## src/sv/bcdsa_pkg.sv

```systemverilog
package bcdsa_pkg;

  localparam int NDIGITS    = 16;
  localparam int NSLOTS     = 16;
  localparam int AMT_W      = 32;
  localparam int CNT_W      = 5;
  localparam int IDX_W      = 4;
  localparam int FIFO_DEPTH = 2;

  localparam logic [3:0]       RADIX     = 4'd10;
  localparam logic [3:0]       DIGIT_MAX = 4'd9;
  localparam logic [AMT_W-1:0] RECIP10   = 32'hCCCC_CCCD;
  localparam int               RECIP_SH  = 35;

  typedef enum logic {
    OP_ADD,
    OP_SUB
  } op_e;

  typedef struct packed {
    op_e              op;
    logic [AMT_W-1:0] mag;
  } cmd_t;

endpackage

```

## src/sv/bcdsa_front.sv

```systemverilog
module bcdsa_front (
  input  logic                             clk_i,
  input  logic                             rst_ni,
  input  logic                             push,
  output logic                             full,
  input  logic signed [bcdsa_pkg::AMT_W-1:0] amount_i,
  output logic                             cmd_valid_o,
  output bcdsa_pkg::cmd_t                  cmd_o,
  input  logic                             cmd_pop_i
);
  import bcdsa_pkg::*;

  cmd_t       mem_q [FIFO_DEPTH];
  logic       wr_ptr_q, rd_ptr_q;
  logic [1:0] cnt_q;
  cmd_t       cmd_in;
  logic       do_push, do_pop;

  always_comb begin
    cmd_in.op  = amount_i[AMT_W-1] ? OP_SUB : OP_ADD;
    cmd_in.mag = amount_i[AMT_W-1] ? (~amount_i + 32'd1) : amount_i;
  end

  assign full        = (cnt_q == 2'(FIFO_DEPTH));
  assign do_push     = push && !full;
  assign cmd_valid_o = (cnt_q != 2'd0);
  assign do_pop      = cmd_pop_i && cmd_valid_o;
  assign cmd_o       = mem_q[rd_ptr_q];

  always_ff @(posedge clk_i) begin
    if (do_push) begin
      mem_q[wr_ptr_q] <= cmd_in;
    end
  end

  always_ff @(posedge clk_i or negedge rst_ni) begin
    if (!rst_ni) begin
      wr_ptr_q <= 1'b0;
      rd_ptr_q <= 1'b0;
      cnt_q    <= 2'd0;
    end else begin
      if (do_push) wr_ptr_q <= ~wr_ptr_q;
      if (do_pop)  rd_ptr_q <= ~rd_ptr_q;
      case ({do_push, do_pop})
        2'b10:   cnt_q <= cnt_q + 2'd1;
        2'b01:   cnt_q <= cnt_q - 2'd1;
        default: cnt_q <= cnt_q;
      endcase
    end
  end

endmodule

```

## config.mk

```make
export PLATFORM = sky130hd
export DESIGN_NAME = bcdsa_front
export DESIGN_NICKNAME = d
export VERILOG_FILES = /design/src/sv/bcdsa_pkg.sv /design/src/sv/bcdsa_front.sv
export SDC_FILE = /design/constraint.sdc
export NUM_CORES = 1
export LEC_CHECK = 0
export ABC_AREA = 1
export BUFFER_PORTS_ARGS = -buffer_cell sky130_fd_sc_hd__buf_2
export CORE_AREA = 2 2 84 86
export CTS_CLUSTER_SIZE = 14
export DETAILED_ROUTE_END_ITERATION = 10
export DIE_AREA = 0 0 86 88
export MAX_ROUTING_LAYER = met4
export PLACE_DENSITY = 0.79
export SLEW_MARGIN = 30
export SYNTH_ARGS = -nofsm -noshare
export SYNTH_HDL_FRONTEND = slang
export SYNTH_SLANG_ARGS = --single-unit
```

## constraint.sdc

```tcl
create_clock -name clk_i -period 3 [get_ports clk_i]
set_clock_uncertainty 0.05 [all_clocks]
set_input_delay 0.6 -clock clk_i [delete_from_list [all_inputs] [get_ports clk_i]]
set_output_delay 0.6 -clock clk_i [all_outputs]
set_load 0.005 [all_outputs]
```

# After elaboration in Yosys (flattened, before gate mapping)
# Memory sizes are Yosys's and may differ from the RTL's.
# Index checks and enable logic that the tools add are counted.
# word_totals
regBits	4
latch_bits	0
mem_bits_rw	66
rom_bits	0
in_bits	36
out_inout_bits	35
elab_cells	23
mem_count	1
# memory_table
name	words	word_bits	read_ports	rd_clocked_by_memory_dff	write_ports	line_no	rtl
mem_q	2	33	1	0	1	bcdsa_front.sv:13	cmd_t mem_q [FIFO_DEPTH];
# op_classes
add_sub_neg	3
multipliers	0
div	0
n_lt_le_gt_ge	0
n_eq_ne	3
n_shift	0
mux	5
bitwise	3
reduce_logical	5
# op_table
cell	count
adder 32 x 1 -> 32 bit, second input constant	1
2-to-1 mux 32 bit	1
NOT 32 bit	1
equality test 2 bit, second input constant	2
one-hot mux 2 bit (2 select lines)	1
nonzero test 2 bit	2
2-to-1 mux 1 bit	3
adder 2 x 1 -> 2 bit, second input constant	1
equality test 2 x 1 -> 1 bit, second input constant	1
logical AND 1 bit	2
NOT 1 bit	2
subtractor 2 x 1 -> 2 bit, second input constant	1
logical NOT 1 bit	1

# Longest topological paths before layout
# Gate-level depths: netlist (run 1).
# depth
word_depth	5
mapped_depth	9
depth_no_buf	9

# Worst setup path before layout (run 1)
# OpenSTA, ideal clock, no wires.
# synth_path
path_type	input to register
startpoint	in push
endpoint	mem mem_q[0][0] in the netlist's numbering, enable pin
setup_time_ps	423
arrival_time_ps	2129
required_time_ps	2527
path_slack_ps	398
path_stages	2
path_buffers	0
cell_sequence	o21ai_1 > nor2_1
# synth_via
elab_chain_len	3
# synth_rtl
item	line_no	rtl
start, declared	bcdsa_front.sv:4	input logic push,
logical AND 1 bit	bcdsa_front.sv:25	assign do_push = push && !full;
2-to-1 mux 1 bit	bcdsa_front.sv:31	if (do_push) begin
2-to-1 mux 1 bit (not written as such)	bcdsa_front.sv:32	mem_q[wr_ptr_q] <= cmd_in;
end, declared	bcdsa_front.sv:13	
# Every way passes these cells.

==> results of run 1 <==
## worst max-delay path: cells and delay by family (launching register included)
| kind | cells | cell delay [ps] |
|---|---|---|
| buffers and inverters | 4 | 690 |
| flip-flops | 1 | 360 |
| AND/OR/NAND/NOR | 2 | 140 |
## cells in the mapped netlist
cell / n / area share (%)
buf_4: 1 / 0.21
clkbuf_1: 3 / 0.31
nand2_2: 12 / 2.1
edfxtp_1: 66 / 55
clkinv_1: 1 / 0.10
inv_1: 24 / 2.5
ha_1: 2 / 0.69
buf_6: 1 / 0.31
nor2_4: 2 / 0.62
buf_2: 6 / 0.83
o21ai_0: 9 / 1.2
nor2_2: 4 / 0.69
or2_2: 1 / 0.17
nor3_1: 1 / 0.14
xor2_1: 4 / 0.97
nand2_4: 1 / 0.31
nand2_1: 191 / 20
nor2_1: 44 / 4.6
o21ai_1: 1 / 0.14
a21oi_1: 1 / 0.14
xnor2_1: 14 / 3.4
nand3b_1: 3 / 0.62
nand4_1: 1 / 0.17
dfrtp_1: 4 / 2.8
nand3_1: 15 / 2.1
## flip-flops by register name, summed over array words and instances, names as in the netlist
name / count
cnt_q: 2
mem_q: 66
rd_ptr_q: 1
wr_ptr_q: 1
## per-stage QoR
stage | setup WS (ps) | instances | power (mW)
2_1_floorplan | 398 | 412 | 2.07
3_5_place_dp | 1060 | 558 | 2.55
3_3_place_gp | 1080 | 558 | 2.51
5_1_grt | 677 | 575 | 3.55
4_1_cts | 785 | 575 | 3.37
6_report | 796 | 575 | 3.33
## power breakdown
part	switching, mW	internal [mW]
Clock	0.357	0.467
Combinational	0.676	0.410
Sequential	0.0654	1.36
## layer usage
metal	GRT usage [%]	share of wire (%)	up-vias
li1	-	-	1463
met1	28.0	44	1338
met2	37.2	49	68
met3	5.66	5.2	9
met4	7.79	1.3	0
met5	-	0	-
## path summary, 6_finish.rpt
| kind | startpoint | endpoint | depth (start not counted) |
|---|---|---|---|
| max | rd_ptr_q | cmd_o[31] | 6 |
| min | amount_i[0] | mem_q[0][0] | 1 |
| max reg2reg | cnt_q[0] | cnt_q[1] | 7 |
| min reg2reg | cnt_q[0] | cnt_q[0] | 1 |
| max in group asynchronous | rst_ni | cnt_q[1] | 2 |
| min in group asynchronous | rst_ni | rd_ptr_q | 2 |
## kinds of logic (layout without fill, tap and decap cells)
family	Yosys count	after routing
adders and majority gates	2	2
xor gates and xnor gates	18	18
and+or+nand+nor	275	275
AOI/OAI and AO/OA	11	11
buffers and inverters	36	119
DFF	70	70
## repair_timing
| item | in CTS | in global routing |
|---|---|---|
| resized for setup | 0 | 0 |
| hold buffers | 1 | 0 |
| setup endpoints to repair | 0 | 0 |
| endpoints found under the hold margin | 4 | 0 |
| setup buffers | 0 | 0 |
## area by class of cell
type / count / area [sq um] / share of cell area, %
Sequential cell: 70 / 2080 / 48.7
Inverter: 25 / 93.8 / 2.19
Tap cell: 80 / 100 / 2.34
Multi-Input combinational cell: 306 / 1370 / 32.1
Clock buffer: 10 / 128 / 2.98
Clock inverter: 6 / 86.3 / 2.02
Timing Repair Buffer: 78 / 413 / 9.65
==> impl_metrics.env, run 1 <==
export IMPL_run_status="complete, no violations"
export IMPL_period_share_pct=73.5
export IMPL_rows=30
export IMPL_path_cells="buf_4 > clkinv_1 > buf_4 > nand2_1 > nand2_1 > buf_2"
export IMPL_drv_cap=0
export IMPL_die_width_microns=86
export IMPL_crit_type="flip-flop to primary output"
export IMPL_coreArea_sq_um=6640
export IMPL_grt_pass1_vias=2731
export IMPL_fillerInstances=556
export IMPL_cp_data_required_time_ps=2350
export IMPL_cts_max_level=3
export IMPL_tightest_slew_ps=631
export IMPL_fin_util_pct=64.4
export IMPL_grtUsageTotal_pct=22.9
export IMPL_cts_tree="yes"
export IMPL_worstSkewPairLatency_ps=350
export IMPL_syn_area_per_cell_sq_um=8.75
export IMPL_antenna_cells=0
export IMPL_drc=0
export IMPL_cp_slowest_stage_delay_ps=360
export IMPL_die_area_sq_um=7570
export IMPL_slew_headroom_pct=57.9
export IMPL_grt_overflow=0
export IMPL_dpl_cell_area_sq_um=4050
export IMPL_synth_top_family_by_area="simple AND/OR/NAND/NOR gates"
export IMPL_clkTransAtPathRegs_ps=80
export IMPL_period_minus_slack_ps=2200
export IMPL_via_count=2878
export IMPL_die_height_microns=88
export IMPL_cts_sinks=70
export IMPL_layout_commonest_cell="nand2_1"
export IMPL_io_buffers=70
export IMPL_postRouteAntennaNets=0
export IMPL_synth_seq_cells=70
export IMPL_netlist_area_sq_um=3600
export IMPL_synth_compound_area_share_pct=1.53
export IMPL_start_util_pct=54.3
export IMPL_path_max_fanout=17
export IMPL_ff2ff_setup_slack_ps=1280
export IMPL_fmax_mhz=454
export IMPL_fin_nets=528
export IMPL_grt_pass1_wl_microns=12600
export IMPL_setup_tns_ps=0
export IMPL_seq_area_frac_synth_pct=57.8
export IMPL_yosysUniqueCellTypes=25
export IMPL_power_density_nw_per_um2=780
export IMPL_synth_xor_area_share_pct=4.37
export IMPL_hold_viol=0
export IMPL_muxShareOfSynthArea_pct=0
export IMPL_drive_gt1_share_pct=22.8
export IMPL_drt_initial_drc_count=147
export IMPL_clk_path_buf_depth=2
export IMPL_synth_simple_area_share_pct=31.4
export IMPL_crit_path_top_delay_cell="dfrtp_1"
export IMPL_synth_fa_ha_area_share_pct=0.694
export IMPL_antenna_found_initial=0
export IMPL_io_pins=71
export IMPL_final_cell_mix="nand2_1, buf_2, edfxtp_1, nor2_1, inv_1"
export IMPL_hold_path_class="primary input to flip-flop"
export IMPL_wl_per_cell_microns=13.7
export IMPL_cp_end_kind="primary output"
export IMPL_final_area_sq_um=4280
export IMPL_max_vdd_ir_drop_mv=0.372
export IMPL_leakage_nw=1.93
export IMPL_routabilityCongestion=0.870
export IMPL_worstSetupStartpointType="flip-flop"
export IMPL_drt_total_wl_microns=7900
export IMPL_rsz0062_at_grt="no"
export IMPL_slew_violations=0
export IMPL_place_hpwl_microns=5670
export IMPL_ys_warn_count=0
export IMPL_timing_hold_ws_ps=409
export IMPL_drt_vias_per_instance=5.01
export IMPL_cts_buffers_inserted=9
export IMPL_finalSetupViolCount=0
export IMPL_syn_nets=450
export IMPL_syn2layout_area_growth_pct=18.6
export IMPL_worstPathArrival_ps=1550
export IMPL_cts_root_buf="clkbuf_8"
export IMPL_drt_pass1_iter_count=4
export IMPL_synthCells=412
export IMPL_grt_max_degree=36
Note: power is estimated with default switching activity, not from simulation.
==> run 2: changes to the inputs <==
--- a/config.mk
+++ b/config.mk
@@ -5,14 +5,14 @@
 export SDC_FILE = /design/constraint.sdc
 export NUM_CORES = 1
 export LEC_CHECK = 0
-export ABC_AREA = 1
+export ABC_AREA = 0
 export BUFFER_PORTS_ARGS = -buffer_cell sky130_fd_sc_hd__buf_2
-export CORE_AREA = 2 2 84 86
+export CORE_AREA = 2 2 82 84
 export CTS_CLUSTER_SIZE = 14
 export DETAILED_ROUTE_END_ITERATION = 10
-export DIE_AREA = 0 0 86 88
+export DIE_AREA = 0 0 84 86
 export MAX_ROUTING_LAYER = met4
-export PLACE_DENSITY = 0.79
+export PLACE_DENSITY = 0.78
 export SLEW_MARGIN = 30
 export SYNTH_ARGS = -nofsm -noshare
 export SYNTH_HDL_FRONTEND = slang
==> constraint.sdc (replaced) <==
create_clock -name clk_i -period 2.3 [get_ports clk_i]
set_clock_uncertainty 0.05 [all_clocks]
set_input_delay 0.46 -clock clk_i [delete_from_list [all_inputs] [get_ports clk_i]]
set_output_delay 0.46 -clock clk_i [all_outputs]
set_load 0.005 [all_outputs]
==> impl_metrics.env, run 2 <==
export IMPL_run_status="complete, no violations"
export IMPL_via_count=2092
export IMPL_hold_viol=0
export IMPL_drv_cap=0
export IMPL_critPathCapture="cmd_o[18]"
export IMPL_power_density_nw_per_um2=1040
export IMPL_timing_final_ws_setup_ps=271
export IMPL_antenna_found_initial=0
export IMPL_drt_initial_drc_count=92
export IMPL_antenna_cells=0
export IMPL_synth_area_leaders="edfxtp_1, mux2_2, xnor2_1"
export IMPL_cp_slowest_stage_delay_ps=390
export IMPL_cts_sinks=70
export IMPL_ys_warn_count=0
export IMPL_clkTransAtPathRegs_ps=70
export IMPL_reg_largest_list="mem_q (66), cnt_q (2)"
export IMPL_crit_buf_inv=2
export IMPL_drt_pass1_iter_count=4
export IMPL_cp_data_required_time_ps=1790
export IMPL_post_cts_buffers=0
export IMPL_drt_total_wl_microns=6300
export IMPL_placedCellCount=369
export IMPL_finalSetupViolCount=0
export IMPL_max_vdd_ir_drop_mv=0.747
export IMPL_io_pins=71
export IMPL_tightest_slew_ps=624
export IMPL_syn_nets=261
export IMPL_startpoint="rd_ptr_q"
export IMPL_worstRegToRegCells=5
export IMPL_grt_max_degree=34
export IMPL_worstSkewPairLatency_ps=340
export IMPL_synthCells=223
export IMPL_rows=29
export IMPL_synth_top_area_share_pct=59.0
export IMPL_cts_max_level=3
export IMPL_coreArea_sq_um=6280
export IMPL_drive_gt1_share_pct=45.6
export IMPL_fillerInstances=505
export IMPL_netlist_area_sq_um=3360
export IMPL_synth_ff_type="edfxtp_1"
export IMPL_wl_per_cell_microns=16.3
export IMPL_fmax_mhz=493
export IMPL_slew_violations=0
export IMPL_grt_overflow=0
export IMPL_syn2layout_area_growth_pct=20.6
export IMPL_cts_buffers_inserted=9
export IMPL_period_minus_slack_ps=2030
export IMPL_place_hpwl_microns=4350
export IMPL_cp_end_kind="primary output"
export IMPL_grtUsageTotal_pct=19.0
export IMPL_ff2ff_setup_slack_ps=610
export IMPL_r2r_end="cnt_q[1]"
export IMPL_layout_commonest_cell="buf_2"
export IMPL_die_area_sq_um=7220
export IMPL_cts_root_buf="clkbuf_8"
export IMPL_crit_path_top_delay_cell="mux2_2"
export IMPL_cp_top_family="buffers and inverters"
export IMPL_die_width_microns=84
export IMPL_routabilityCongestion=0.772
export IMPL_regToRegStartpoint="cnt_q[0]"
export IMPL_hold_path_class="primary input to flip-flop"
export IMPL_setup_tns_ps=0
export IMPL_fin_nets=342
export IMPL_worstSetupStartpointType="flip-flop"
export IMPL_start_util_pct=53.5
export IMPL_cp_depth=3
export IMPL_yosysTopAreaCell="edfxtp_1"
export IMPL_path_cells="buf_4 > mux2_2 > buf_2"
export IMPL_leakage_nw=1.47
export IMPL_stdcell_count=386
export IMPL_syn_area_per_cell_sq_um=15.1
export IMPL_clk_path_buf_depth=2
export IMPL_rsz0062_at_grt="no"
export IMPL_io_buffers=70
export IMPL_cts_tree="yes"
export IMPL_grt_pass1_vias=2120
export IMPL_synth_seq_cells=70
export IMPL_seq_area_frac_synth_pct=62.0
export IMPL_path_max_fanout=19
export IMPL_regMostFlops="mem_q"
export IMPL_yosysUniqueCellTypes=32
export IMPL_yosysMostFrequentCell="edfxtp_1"
export IMPL_min_from="amount_i[0]"
export IMPL_dp_slack_ps=172
export IMPL_postRouteAntennaNets=0
export IMPL_largest_reg_flops=66
export IMPL_drt_vias_per_instance=5.42
export IMPL_crit_type="flip-flop to primary output"
export IMPL_synth_common_cells="edfxtp_1, mux2_2, xnor2_1, nand2_1, o31ai_1"
export IMPL_grt_pass1_wl_microns=9990
export IMPL_synthArstFlopShare_pct=5.71
export IMPL_finalPower_mw=4.20
export IMPL_drc=0
export IMPL_period_share_pct=88.2
export IMPL_die_height_microns=86
export IMPL_synth_edff_count=66
export IMPL_slew_headroom_pct=58.4
export IMPL_worstPathArrival_ps=1520
export IMPL_final_cell_mix="buf_2, edfxtp_1, mux2_2, xnor2_1, nand2_1"
## run 2: cell count changes after synthesis, moves of 9 or more
cell,before,now
inv_1,24,4
o31ai_1,0,9
nand3_1,15,2
nand2_2,12,0
mux2_2,0,33
nor2_1,44,8
nand2_1,191,12
xnor2_1,14,32
## run 2: layout make-up
type	count	area [sq um]	area share (%)
multi-input combinational	142	1240	30.5
clock inverter	7	88.8	2.19
clock buffer	9	124	3.06
sequential	70	2080	51.4
inverter	4	15.0	0.371
tap	77	96.3	2.38
timing repair buffer	77	405	10.0
## run 2: power by group
| part | leakage (nW) | total [mW] | internal, mW | switching (mW) |
|---|---|---|---|---|
| clock network | 0.104 | 1.04 | 0.602 | 0.438 |
| registers | 0.660 | 1.86 | 1.78 | 0.0861 |
| logic | 0.705 | 1.29 | 0.641 | 0.651 |
| total | 1.47 | 4.20 | 3.02 | 1.18 |
## run 2: worst min-delay path by stage
stage                        to  slack [ps]  depth (start not counted)
floorplan              cnt_q[0]         110                          0
global placement       wr_ptr_q         220                          1
detailed placement     cnt_q[1]         220                          1
CTS                 mem_q[1][0]         310                          1
global route        mem_q[1][0]         330                          1
finish              mem_q[0][0]         320                          1
## run 2: worst register-to-register path, cell delays in order (launching register included)
cell     delay [ps]
dfrtp_1         430
or2_2           320
and2_1          200
ha_1            320
nor2_1          150
xor2_1          150
## run 2: cell families (layout without fill, tap and decap cells)
family,Yosys count,after routing,synth area share (%)
XOR/XNOR,34,34,8.87
buffers and inverters,11,97,1.23
multiplexers,33,33,11.1
AND/OR/NAND/NOR,48,48,9.32
AO/OA/AOI/OAI,25,25,6.75
adder cells (fa/ha/maj),2,2,0.745
flip-flops,70,70,62.0
## run 2: stage by stage
step / utilization, % / hold WS, ps / cell area (sq um)
4_1_cts: 64.5 / 309 / 4050
2_1_floorplan: - / 114 / 3360
3_5_place_dp: 60.9 / 216 / 3820
5_1_grt: 64.5 / 325 / 4050
6_report: 64.5 / 323 / 4050
3_3_place_gp: 60.9 / 218 / 3820
## run 2: routing by layer
metal | up-vias | share of wire [%] | track usage (%)
met1 | 1001 | 43 | 22.8
met3 | 11 | 5.2 | 4.14
met4 | 0 | 2.0 | 10.4
li1 | 1013 | - | -
met5 | - | 0 | -
met2 | 67 | 49 | 30.3
## run 2: repair_timing
item,in CTS,in global routing
resized for setup,0,0
hold endpoints to repair,4,0
hold buffers,1,0
